--- src/sv/swm_pkg.sv ---
package swm_pkg;

	localparam int MaxWindowDefault = 64;
	localparam int SampleBitsDefault = 32;
	localparam int CfgBits = 7;
	localparam logic [CfgBits-1:0] WindowReset = 7'd3;

	// Commands from the controller to the sorted cell array.
	typedef struct packed {
		logic clear;
		logic insert;
		logic remove;
	} swm_cmd_t;

endpackage

--- src/sv/swm_ctrl.sv ---
module swm_ctrl #(
	parameter int MAX_WINDOW = swm_pkg::MaxWindowDefault
) (
	input  logic                      clk,
	input  logic                      arst_n,
	input  logic                      cfg_valid,
	input  logic [swm_pkg::CfgBits-1:0] cfg_data,
	output logic                      cfg_ready,
	input  logic                      in_valid,
	output logic                      in_stall,
	input  logic                      out_full,
	input  logic                      out_take,
	output swm_pkg::swm_cmd_t         cmd,
	output logic                      emit,
	output logic [$clog2(MAX_WINDOW+1)-1:0] eff_k,
	output logic [$clog2(MAX_WINDOW+1)-1:0] med_rank
);
	localparam int CW = $clog2(MAX_WINDOW + 1);

	typedef enum logic [1:0] {
		ST_IDLE,
		ST_INSERT,
		ST_REMOVE
	} state_t;

	state_t state_q;
	logic [swm_pkg::CfgBits-1:0] wlen_q;
	logic [CW-1:0] fill_q;
	logic accept;
	logic cfg_go;

	always_comb begin
		if (wlen_q == '0) begin
			eff_k = CW'(1);
		end else if (32'(wlen_q) > MAX_WINDOW) begin
			eff_k = CW'(MAX_WINDOW);
		end else begin
			eff_k = CW'(wlen_q);
		end
	end

	// An offered window length write takes priority, so samples wait behind it.
	assign med_rank  = CW'((32'(eff_k) + 1) / 2 - 1);
	assign in_stall  = (state_q != ST_IDLE) || cfg_valid || (out_full && !out_take);
	assign accept    = in_valid && !in_stall;
	assign cfg_ready = (state_q == ST_IDLE);
	assign cfg_go    = cfg_valid && cfg_ready;

	always_comb begin
		cmd = '0;
		emit = 1'b0;
		cmd.clear = cfg_go;
		if (state_q == ST_INSERT) begin
			cmd.insert = 1'b1;
		end
		if (state_q == ST_REMOVE) begin
			cmd.remove = 1'b1;
			emit = 1'b1;
		end
	end

	always_ff @(posedge clk or negedge arst_n) begin
		if (!arst_n) begin
			state_q <= ST_IDLE;
			wlen_q  <= swm_pkg::WindowReset;
			fill_q  <= '0;
		end else begin
			case (state_q)
				ST_IDLE: begin
					if (cfg_go) begin
						wlen_q <= cfg_data;
						fill_q <= '0;
					end else if (accept) begin
						state_q <= ST_INSERT;
					end
				end
				ST_INSERT: begin
					if (fill_q + CW'(1) >= eff_k) begin
						state_q <= ST_REMOVE;
					end else begin
						fill_q  <= fill_q + CW'(1);
						state_q <= ST_IDLE;
					end
				end
				ST_REMOVE: begin
					state_q <= ST_IDLE;
				end
				default: state_q <= ST_IDLE;
			endcase
		end
	end
endmodule

--- config.mk ---
export PLATFORM = sky130hd
export DESIGN_NAME = swm_ctrl
export DESIGN_NICKNAME = d
export VERILOG_FILES = /design/src/sv/swm_pkg.sv /design/src/sv/swm_ctrl.sv
export SDC_FILE = /design/constraint.sdc
export NUM_CORES = 1
export LEC_CHECK = 0
export BUFFER_PORTS_ARGS = -buffer_cell sky130_fd_sc_hd__clkbuf_2
export CAP_MARGIN = 15
export CELL_PAD_IN_SITES_DETAIL_PLACEMENT = 1
export CELL_PAD_IN_SITES_GLOBAL_PLACEMENT = 1
export CORE_UTILIZATION = 30
export CTS_CLUSTER_DIAMETER = 30
export DETAILED_ROUTE_END_ITERATION = 10
export GPL_ROUTABILITY_DRIVEN = 1
export GPL_TIMING_DRIVEN = 0
export HOLD_SLACK_MARGIN = 0.06
export PLACE_DENSITY = 0.66
export SETUP_SLACK_MARGIN = 0.02
export SYNTH_ARGS = -nofsm -noshare
export SYNTH_HDL_FRONTEND = slang
export SYNTH_SLANG_ARGS = --single-unit
--- constraint.sdc ---
create_clock -name clk -period 4.8 [get_ports clk]
set_clock_uncertainty 0.1 [all_clocks]
set_input_delay 0.96 -clock clk [delete_from_list [all_inputs] [get_ports clk]]
set_output_delay 0.96 -clock clk [all_outputs]
set_load 0.02 [all_outputs]
# Word-level counts from Yosys, hierarchy flattened
# Index checks and enable logic that the tools add are counted.
# totals
regBits,16
in_bits,13
out_inout_bits,20
# op_classes
n_addsub,3
magnitude_cmp,2
eq_ne,6
mux,11
reduce_logical,14
# op_table
op,count
2-to-1 mux 7 bit,4
case mux 7 bit (2 select lines),1
"adder 7 x 1 -> 8 bit, second input constant",1
"adder 7 x 1 -> 7 bit, second input constant",1
>= comparator 7 bit,1
"greater-than comparator 7 bit, second input constant",1
logical NOT 7 bit,1
"subtractor 7 x 1 -> 7 bit, second input constant",1
2-to-1 mux 2 bit,3
"inequality test 2 x 1 -> 1 bit, second input constant",2
"inequality test 2 bit, second input constant",2
case mux 2 bit (2 select lines),1
AND reduction 2 bit,2
nonzero test 2 bit,2
logical AND 1 bit,3
AND reduction 3 bit,1
"== test 2 x 1 -> 1 bit, second input constant",1
"== test 2 bit, second input constant",1
logical NOT 1 bit,2
logical NOT 2 bit,1
logical OR 1 bit,2
2-to-1 mux 1 bit,2

# Depth between registers and ports, before layout
# depth
depth_word,8
depth_mapped,11

# Worst setup path before layout
# OpenSTA, ideal clock, no wires.
# synth_timing
path_type,register -> output
from,register wlen_q[2] (netlist name)
to,output med_rank[6]
t_arrival_ns,2.581
t_required_ns,3.740
slack_ns,1.159
stages_incl_launch_ff,9
n_path_buf,0
path_cell_list,dfrtp_1 nor4_1 nand2_1 a21oi_1 ha_1 inv_1 ha_1 nand2_1 nor3b_1
# synth_between
elab_chain_cells,5
# synth_rtl
element,line,text
from (decl),swm_ctrl.sv:27,logic [swm_pkg::CfgBits-1:0] wlen_q;
from (signal assigned),swm_ctrl.sv:65,wlen_q <= swm_pkg::WindowReset;
from (signal assigned),swm_ctrl.sv:71,wlen_q <= cfg_data;
greater-than comparator 7 bit,swm_ctrl.sv:35,end else if (32'(wlen_q) > MAX_WINDOW) begin
2-to-1 mux 7 bit,swm_ctrl.sv:35,
2-to-1 mux 7 bit *,swm_ctrl.sv:33,if (wlen_q == '0) begin
net eff_k[0],swm_ctrl.sv:15,"output logic [$clog2(MAX_WINDOW+1)-1:0] eff_k,"
adder 7 x 1 -> 8 bit *,swm_ctrl.sv:43,assign med_rank = CW'((32'(eff_k) + 1) / 2 - 1);
subtractor 7 x 1 -> 7 bit *,swm_ctrl.sv:43,
to (decl),swm_ctrl.sv:16,output logic [$clog2(MAX_WINDOW+1)-1:0] med_rank
# The timed path passes the listed nets; every way through them passes the cells marked *.

# Worst setup path after layout
# layout_timing
from,register wlen_q[2] (netlist name)
to,output med_rank[5]
# layout_between
elab_chain_cells,5
# layout_rtl
element,line
greater-than comparator 7 bit,swm_ctrl.sv:35
2-to-1 mux 7 bit,swm_ctrl.sv:35
2-to-1 mux 7 bit *,swm_ctrl.sv:33
adder 7 x 1 -> 8 bit *,swm_ctrl.sv:43
subtractor 7 x 1 -> 7 bit *,swm_ctrl.sv:43
# Every way passes the cells marked *; elsewhere a longest branch is shown, timed or not.

==> metrics <==
unrepaired setup endpoints after global routing=false; Post-Route WL=2.64 mm; num rows=22; reg-to-reg endpoint=fill_q[0]; core area=3740 sq um; Syn Area/Cell=8.96 sq um; R2R cell count=10; top post-synthesis cells by area=dfrtp_1, xor2_1, ha_1, mux2_2, dfstp_2; worst-margin pin slew=0.444 ns; Place WS=1.20 ns; Post-DP HPWL=2.21 mm; chip width=65.3 microns; Mapped Area=1200 sq um; post-layout min period=3.86 ns; status=completed; CTS resizes=0; CTS Root Cell=clkbuf_8; endpoints failing hold=0; largest net degree at the start of global routing=17; startpoint types=flop; Final #Nets=190; GR Overflow Total=0; vias in the first global route=1002; Die H=65.3 microns; clock sink count=16; I/O pins=33; ant diodes=0; Setup violations, final=0; slew margin rel.=0.704; drt wl/cell=12.1 microns; DRT Pass-1 Iters=4; antenna violations before repair=0; Setup Fix Bufs, Post-CTS=0; crit-path max FO=6; area leader, netlist=dfrtp_1; hold_sp=fill_q[6]; max-slew violations=0; Detailed Route Iter0 Violations=32; Post-DRT Antenna Nets=0; leak pwr=0.790 nW; Worst-Skew Late Latency=0.24 ns; hold path depth=2; global-route wire length before repair=4.41 mm; DRC viols=0; Die ar.=4260 sq um; Max Fclk=0.259 GHz; Synth async-reset ratio=1.00; slowest stage delay, CP=0.46 ns; critical path, cell by cell=nor4_1, nand2_1, a21oi_1, ha_1, nand3_1, xor2_1, a21oi_1, nor4_1, xnor2_1, clkbuf_2; reg2reg start=wlen_q[2]; PD cells=354 nW/um^2; layout cell share with drive strength beyond 1=0.329; Gate Count Post-Synth=134; Post-synth EDFFs=0; Inserted Clock Buffers=3; critical setup path kind=flop to output pin; CP Data Required Time=3.74 ns; final period utilization=0.804; CTS tree=yes; Final WS setup=0.941 ns; H-tree depth=1; RD Place Congestion=0.771; Initial Utilization=0.321; Yosys reg bits=16; Setup TNS Final=0 ns; total power=523 uW; Crit. End Element=output pin; Min-Delay Endpoint=fill_q[6]; Ys Warns=0; Synth cell types=41; Clock Tree Buf Depth=2; Max-cap violations=0; Vias/cell=4.84; syn nets=153; total number of vias=1056; synth cell count leaders=dfrtp_1, nand2_1, inv_1, nor2_1, xor2_1; Yosys top cell area share=0.292; GRT Total Usage=0.131; Hold Buf Count CTS=0; Synth-to-Final Area Change=22.9%; maximum VDD drop=0.137 mV; reg2reg setup slack=1.79 ns; Primary FF master, synth=dfrtp_1; port bufs=32; clock slew at reported path FFs=0.06 ns; CP max-delay cell=dfrtp_1; sequential area share after synthesis=0.335; min-delay worst type=flop to flop; WP data arrival=2.80 ns
registers in the layout (all words and copies together), names as in the netlist:
signal and cells:
fill_q 7, wlen_q 7, state_q 2
layout make-up:
cell class                 count  area [sq um]
fill                         486          2270
timing repair buffer          32           160
inverter                      13          48.8
multi-input combinational    100           722
clock buffer                   4          55.1
sequential                    16           403
buffer                         5          27.5
tap                           48          60.1
logic make-up (layout without fill, tap and decap cells):
kind of cell	Yosys count	in the layout	share of synthesized area
adder cells (fa/ha/maj)	6	6	0.0625
buffers and inverters	18	54	0.0635
XOR/XNOR	13	13	0.106
flip-flops	16	16	0.335
multiplexers	9	9	0.0812
AND/OR/NAND/NOR	52	52	0.239
AO/OA/AOI/OAI	20	20	0.113
per-layer routing:
metal / up-vias / part of all wire / global-route usage / wire length [microns]
li1: 524 / - / - / -
met1: 508 / 0.47 / 0.173 / 1250
met2: 22 / 0.49 / 0.219 / 1290
met3: 2 / 0.028 / 0.0122 / 74
met4: 0 / 0.010 / 0.0489 / 27
met5: - / 0 / 0 / 0
worst max-delay path, delay by kind of cell, from the launching register on:
kind                     cells  cell delay, ns
XOR/XNOR                     2            0.34
AO/OA/AOI/OAI                2            0.42
adder cells (fa/ha/maj)      1            0.29
buffers and inverters        1            0.19
flip-flops                   1            0.46
AND/OR/NAND/NOR              4            0.87
stage by stage:
step	cell area, sq um	util	instances	hold WS, ns
finish	1480	0.394	218	0.440
global route	1480	0.394	218	0.477
CTS	1480	0.394	218	0.442
detailed placement	1420	0.380	214	0.429
global placement	1420	0.380	214	0.423
floorplan	1200	-	134	0.398
where the power goes:
| part | switching (mW) | internal (mW) |
|---|---|---|
| sequential | 0.0187 | 0.150 |
| clock | 0.0426 | 0.0725 |
| combinational | 0.146 | 0.0927 |
layout by cell type (no fill, tap or decap), types with 4 or more instances in the layout:
| cell | synthesis | final |
|---|---|---|
| inv_1 | 13 | 13 |
| ha_1 | 6 | 6 |
| clkbuf_8 | 0 | 4 |
| nand3_1 | 8 | 8 |
| dfrtp_1 | 14 | 14 |
| nand2_1 | 14 | 14 |
| nor2_1 | 10 | 10 |
| clkbuf_2 | 0 | 32 |
| a21oi_1 | 6 | 6 |
| xor2_1 | 9 | 9 |
| mux2_2 | 6 | 6 |
how the worst max path moves through the flow:
stage	from	end	slack (ns)	cells after the start
after floorplan	wlen_q[2]	med_rank[6]	1.16	8
after global placement	wlen_q[3]	med_rank[5]	1.31	10
after detailed placement	wlen_q[2]	med_rank[5]	1.20	10
after CTS	wlen_q[3]	med_rank[5]	0.92	10
after global routing	wlen_q[3]	med_rank[5]	0.72	10
final	wlen_q[2]	med_rank[5]	0.94	10
Power figures use the tool's default switching activity.
